<file path="src/vrm_pkg.sv">
// Shared types and constants for the voxel ray march pick block.
`timescale 1ns / 1ps

package vrm_pkg;

	localparam int COORD_W    = 16;
	localparam int STEP_W     = 8;
	localparam int MAXD_W     = 12;
	localparam int DIST_W     = 13;
	localparam int POS_W      = 32;
	localparam int VOX_W      = 10;
	localparam int DIR_SHIFT  = 14;
	localparam int OUT_W      = 8;
	localparam int VXIN_W     = 5;
	localparam int CFG_IDX_W  = 2;
	localparam int CFG_DATA_W = 12;

	localparam logic [CFG_IDX_W-1:0] CFG_STEP_LENGTH  = 2'd0;
	localparam logic [CFG_IDX_W-1:0] CFG_MAX_DISTANCE = 2'd1;

	localparam logic [STEP_W-1:0] STEP_RESET = 8'd26;
	localparam logic [MAXD_W-1:0] MAXD_RESET = 12'd1280;
	localparam logic [OUT_W-1:0]  COORD_NONE = 8'hFF;

	typedef enum logic [7:0] {
		ST_CLEAR    = 8'b0000_0001,
		ST_IDLE     = 8'b0000_0010,
		ST_SAMPLE   = 8'b0000_0100,
		ST_CHECK    = 8'b0000_1000,
		ST_HIT      = 8'b0001_0000,
		ST_MISS     = 8'b0010_0000,
		ST_WR_READ  = 8'b0100_0000,
		ST_WR_WRITE = 8'b1000_0000
	} state_t;

	typedef struct packed {
		logic accept;
		logic clr_step;
		logic advance;
		logic rd_write;
		logic wr_write;
		logic load_hit;
		logic load_miss;
	} cmd_t;

	typedef struct packed {
		logic op_ray;
		logic clr_last;
		logic dist_over;
		logic solid;
		logic wr_in_grid;
		logic out_free;
	} sts_t;

endpackage

</file>
<file path="src/vrm_ctrl.sv">
// Sequencer for map clearing, voxel writes and the ray march loop.
`timescale 1ns / 1ps

module vrm_ctrl import vrm_pkg::*; (
	input  logic clk,
	input  logic arst_n,
	input  logic in_valid,
	output logic in_stall,
	input  sts_t sts,
	output cmd_t cmd
);

	state_t state_q, state_d;

	always_ff @(posedge clk or negedge arst_n) begin
		if (!arst_n) begin
			state_q <= ST_CLEAR;
		end else begin
			state_q <= state_d;
		end
	end

	always_comb begin
		cmd     = '0;
		state_d = state_q;
		unique case (state_q)
			ST_CLEAR: begin
				cmd.clr_step = 1'b1;
				if (sts.clr_last) state_d = ST_IDLE;
			end
			ST_IDLE: begin
				if (in_valid) begin
					cmd.accept = 1'b1;
					state_d    = sts.op_ray ? ST_SAMPLE : ST_WR_READ;
				end
			end
			ST_SAMPLE: begin
				state_d = sts.dist_over ? ST_MISS : ST_CHECK;
			end
			ST_CHECK: begin
				if (sts.solid) begin
					state_d = ST_HIT;
				end else begin
					cmd.advance = 1'b1;
					state_d     = ST_SAMPLE;
				end
			end
			ST_HIT: begin
				if (sts.out_free) begin
					cmd.load_hit = 1'b1;
					state_d      = ST_IDLE;
				end
			end
			ST_MISS: begin
				if (sts.out_free) begin
					cmd.load_miss = 1'b1;
					state_d       = ST_IDLE;
				end
			end
			ST_WR_READ: begin
				cmd.rd_write = 1'b1;
				state_d      = ST_WR_WRITE;
			end
			ST_WR_WRITE: begin
				cmd.wr_write = sts.wr_in_grid;
				state_d      = ST_IDLE;
			end
			default: begin
				state_d = ST_CLEAR;
			end
		endcase
	end

	assign in_stall = (state_q != ST_IDLE);

endmodule

</file>
<file path="config.mk">
export PLATFORM = sky130hd
export DESIGN_NAME = vrm_ctrl
export DESIGN_NICKNAME = d
export VERILOG_FILES = /design/src/vrm_pkg.sv /design/src/vrm_ctrl.sv
export SDC_FILE = /design/constraint.sdc
export NUM_CORES = 1
export LEC_CHECK = 0
export BUFFER_PORTS_ARGS = -buffer_cell sky130_fd_sc_hd__buf_2
export CORE_MARGIN = 4
export CORE_UTILIZATION = 44
export DETAILED_ROUTE_END_ITERATION = 8
export PLACE_DENSITY = 0.72
export SYNTH_ARGS = -nofsm -noshare
export SYNTH_HDL_FRONTEND = slang
export SYNTH_SLANG_ARGS = --single-unit
</file>
<file path="constraint.sdc">
create_clock -name clk -period 1.5 [get_ports clk]
set_input_delay 0.15 -clock clk [delete_from_list [all_inputs] [get_ports clk]]
set_output_delay 0.15 -clock clk [all_outputs]
set_load 0.1 [all_outputs]
</file>
### Word level (Yosys, flattened, before mapping)

Cells that the tools add are included.

| word-level totals | value |
|---|---|
| bits in registers | 8 |
| input bits | 9 |
| output and inout bits | 8 |
| word-level logic and storage cells | 32 |

| operators by class | value |
|---|---|
| eq/ne operators | 12 |
| multiplexer cells | 17 |
| reductions and logical operators | 2 |

Operator list:

| kind | count |
|---|---|
| 8-bit one-hot mux with 7 select lines | 1 |
| 8-bit 2-to-1 mux | 3 |
| 1-bit 2-to-1 mux | 10 |
| 8-bit by 1-bit equality test with 1-bit output (second input constant) | 1 |
| 8-bit by 2-bit equality test with 1-bit output (second input constant) | 1 |
| 8-bit by 3-bit equality test with 1-bit output (second input constant) | 1 |
| 8-bit by 4-bit equality test with 1-bit output (second input constant) | 1 |
| 8-bit by 5-bit equality test with 1-bit output (second input constant) | 1 |
| 8-bit by 6-bit equality test with 1-bit output (second input constant) | 1 |
| 8-bit by 7-bit equality test with 1-bit output (second input constant) | 1 |
| 8-bit equality test (second input constant) | 1 |
| 8-bit by 2-bit inequality test with 1-bit output (second input constant) | 1 |
| 7-bit 2-to-1 mux | 1 |
| 6-bit 2-to-1 mux | 1 |
| 5-bit 2-to-1 mux | 1 |
| 2-bit inequality test (second input constant) | 2 |
| 3-bit AND reduction | 1 |
| 2-bit by 1-bit inequality test with 1-bit output (second input constant) | 1 |
| 2-bit OR reduction | 1 |

### Logic depth before layout (Yosys ltp)

| depth | value |
|---|---|
| depth after elaboration | 4 |
| depth in mapped cells | 5 |
| depth with buffers taken out | 4 |

### Worst setup path after synthesis

No wires, ideal clock.

| path | value |
|---|---|
| kind | register -> output |
| start | register state_q[1] |
| end | output cmd[1] (netlist name) |
| data arrival time | 3.120 ns |
| data required time | 1.350 ns |
| path slack | -1.770 ns |
| stages on the path, launching flop included | 4 |
| path buffers | 0 |
| cell sequence | dfrtp_1 -> nor4_4 -> nand3_1 -> nor3b_1 |

RTL lines:

| element | line | RTL |
|---|---|---|
| start, declared | vrm_ctrl.sv:13 | `state_t state_q, state_d;` |
| start signal, assigned | vrm_ctrl.sv:19 | `state_q <= state_d;` |
| end, declared | vrm_ctrl.sv:10 | `output cmd_t cmd` |

### Final worst setup path

| path | value |
|---|---|
| start | register state_q[5] |
| end | output in_stall |

| on the way | value |
|---|---|
| longest elaborated chain between the ends | 1 |

Ends and longest elaborated chain:

| element | line | RTL |
|---|---|---|
| 8-bit by 2-bit inequality test with 1-bit output | vrm_ctrl.sv:74 | `assign in_stall = (state_q != ST_IDLE);` |
| end, declared | vrm_ctrl.sv:8 | `output logic in_stall,` |

Every way passes these cells.

==> reports/metrics.yaml <==
floorplan:
  die_area_um2: 2080
  io-pin-count: 17
  core_area_um2: 1320
  initial_core_util: 0.473
  fp.dieW_um: 45.6
  std_cell_rows: 13
  die_h_um: 45.6
drt:
  ant_nets: 0
  wire_per_inst_um: 17.3
  vias_per_cell: 5.89
  vias: 666
  route.detailed.drc: 0
  drt_first_pass_iters: 4
  finalWirelength_mm: 1.96
  drt_iter0_drc: 15
placed_design:
  place_congestion: 0.850
  dp_cells: 102
  dp_hpwl_mm: 1.27
  dpl_cell_area_um2: 953
  portBuffers: 16
synthesis:
  synthAdderAreaFrac: 0
  muxShareOfSynthArea: 0
  synth_fp_nets: 73
  seq_area_frac_synth: 0.323
  synth_area_um2: 623
  yosys.area_share.simple: 0.347
  yosys.area_share.xor_xnor: 0.0281
  synth_top_family_by_area: "simple AND/OR/NAND/NOR gates"
  synth_warnings: 0
  synth_top_area_frac: 0.281
  synth-edff-count: 0
  yosysMostFrequentCell: "dfrtp_1"
  ys_types: 35
  synth_top_flop_cell: "dfrtp_1"
  postSynthCellCount: 64
  yosys-top-cells-area: "dfrtp_1 (28%), buf_6 (5.4%), o32ai_4 (4.4%)"
  synth_top_area_cell: "dfrtp_1"
  avgSynthCellArea_um2: 9.74
  synth_async_sr_flop_share: 1.00
  ys_seq_elements: 8
  yosys-top-cells-count: "dfrtp_1 (7), nor2_1 (6), nor3_1 (4)"
  synth_compound_area_frac: 0.223
sta:
  slew_violations: 0
  fin_crit_sh: 1.30
  timing.final.hold_violations: 0
  setup_ws_ps: -454
  setup_viol: 14
  fin_setup_tns_ps: -3100
  fmax_mhz: 512
  min_period_ps: 1950
  skew_ps: 1.94
  maxSlewHeadroom: 0.755
  rsz0062_at_grt: "true"
  tightest_slew_ps: 368
cts:
  h-tree-depth: 1
  cts_buffers: 3
  clock_path_buffers: 2
  cts.sinks: 8
  cts_tree: "yes"
  clock-root-buffer: "clkbuf_4"
  insertion_delay_ps: 260
  clk_pin_slew_worst_paths_ps: 60
pwr:
  pwr-share-seq: 0.178
  power.net_switching_uw: 934
  netSwitchingFraction: 0.488
  pwr-share-clk: 0.096
  power_frac_comb: 0.727
  leakagePower_uw: 0.000462
  p_int_uw: 980
  peakVddDrop_uv: 1280
  power.density_nw_per_um2: 1710
  power_uw: 1910
layout:
  stdcell_area_um2: 1120
  fin_cells: 113
  largest_reg_flops: 8
  top_register: "state_q"
  drive_gt1_frac: 0.643
  antenna_cells: 0
  reg_top3: "state_q (8)"
  nets: 108
  area_delta_synth_final_pct: 79.9
global_routing:
  grt_overflow_total: 0
  grt_max_degree: 10
  grtUsageTotal: 0.225
  grt_pass1_vias: 714
  antenna_found_initial: 0
  grt_first_pass_wirelength_mm: 3.33
critical_path:
  end_kind: "primary output"
  worstPathArrival_ps: 1800
  crit_fanout: 3
  crit_type: "flop to primary output"
  critPathLaunch: "state_q[5]"
  regToRegSetupSlack_ps: -200
  cp-start-kind: "flop"
  worstPathRequired_ps: 1350
  crit-reg2reg-launch: "state_q[5]"
outcome:
  status: "complete, but fails checks"
  violations: "negative setup slack"
hold_path:
  min_from: "sts[3]"
  holdCritPathClass: "input port to flop"
job:
  drv_cap: 0
==> logic make-up after synthesis <==
logic type / count (synthesis)
buf+inv: 7
xor+xnor: 2
simple gates: 32
compound gates: 15
flops: 8
==> final cells by class <==
type / count / area [µm²]
clock buffer: 4 / 26.3
sequential: 8 / 203
inverter: 4 / 20.0
multi-input combinational: 49 / 520
fill: 68 / 196
tap: 15 / 18.8
timing repair buffer: 33 / 333
==> stage by stage <==
step	setup slack, ps	hold WS, ps	utilization
2_1_floorplan	-454	-146	-
3_3_place_gp	-221	-1.95	0.724
3_5_place_dp	-255	5.25	0.724
4_1_cts	-453	40.9	0.814
5_1_grt	-502	44.7	0.851
6_report	-454	49.8	0.851
==> cell usage in the layout (no fill, tap or decap), types with 2 or more instances in the layout <==
| master | count |
|---|---|
| a22o_1 | 2 |
| buf_12 | 7 |
| buf_2 | 8 |
| buf_4 | 13 |
| buf_6 | 4 |
| clkbuf_4 | 3 |
| dfrtp_1 | 6 |
| inv_1 | 3 |
| nand2_1 | 2 |
| nand2b_1 | 2 |
| nor2_1 | 4 |
| nor2_4 | 2 |
| nor2b_1 | 2 |
| nor3_1 | 2 |
| nor3_4 | 3 |
| nor3b_4 | 2 |
| nor4_4 | 2 |
| o21ai_0 | 2 |
| o21ai_1 | 2 |
==> power groups by stage <==
stage / sequential (µW) / clock (µW) / combinational, µW
2_1_floorplan: 334 / 0 / 797
5_1_grt: 347 / 203 / 1470
6_report: 340 / 183 / 1390
3_3_place_gp: 334 / 0 / 1110
3_5_place_dp: 338 / 0 / 1140
4_1_cts: 334 / 188 / 1320
==> metal layers <==
metal / share of wire / global-route usage
met1: 0.39 / 0.260
met2: 0.55 / 0.404
met3: 0.040 / 0.0277
met4: 0.023 / 0.105
met5: 0 / 0
==> final timing paths <==
path,endpoint,cells past startpoint
min,state_q[3],2
min reg2reg,state_q[0],2
max,in_stall,5
max reg2reg,state_q[6],6
min in group asynchronous,state_q[5],2
max in group asynchronous,state_q[0],2
==> critical path: stages, from the launching register on <==
cell,delay (ps)
dfrtp_1,380
or4_4,570
nor3_4,230
buf_4,170
inv_6,30
buf_6,170
==> timing repair <==
action,4_1_cts,5_1_grt
hold endpoints to repair,8,0
gates cloned,0,0
endpoints found under the setup margin,14,14
pin swaps,9,7
hold buffers,1,0
gates resized for setup,11,9
setup buffers,5,1
Note: power is estimated with default switching activity, not from simulation.
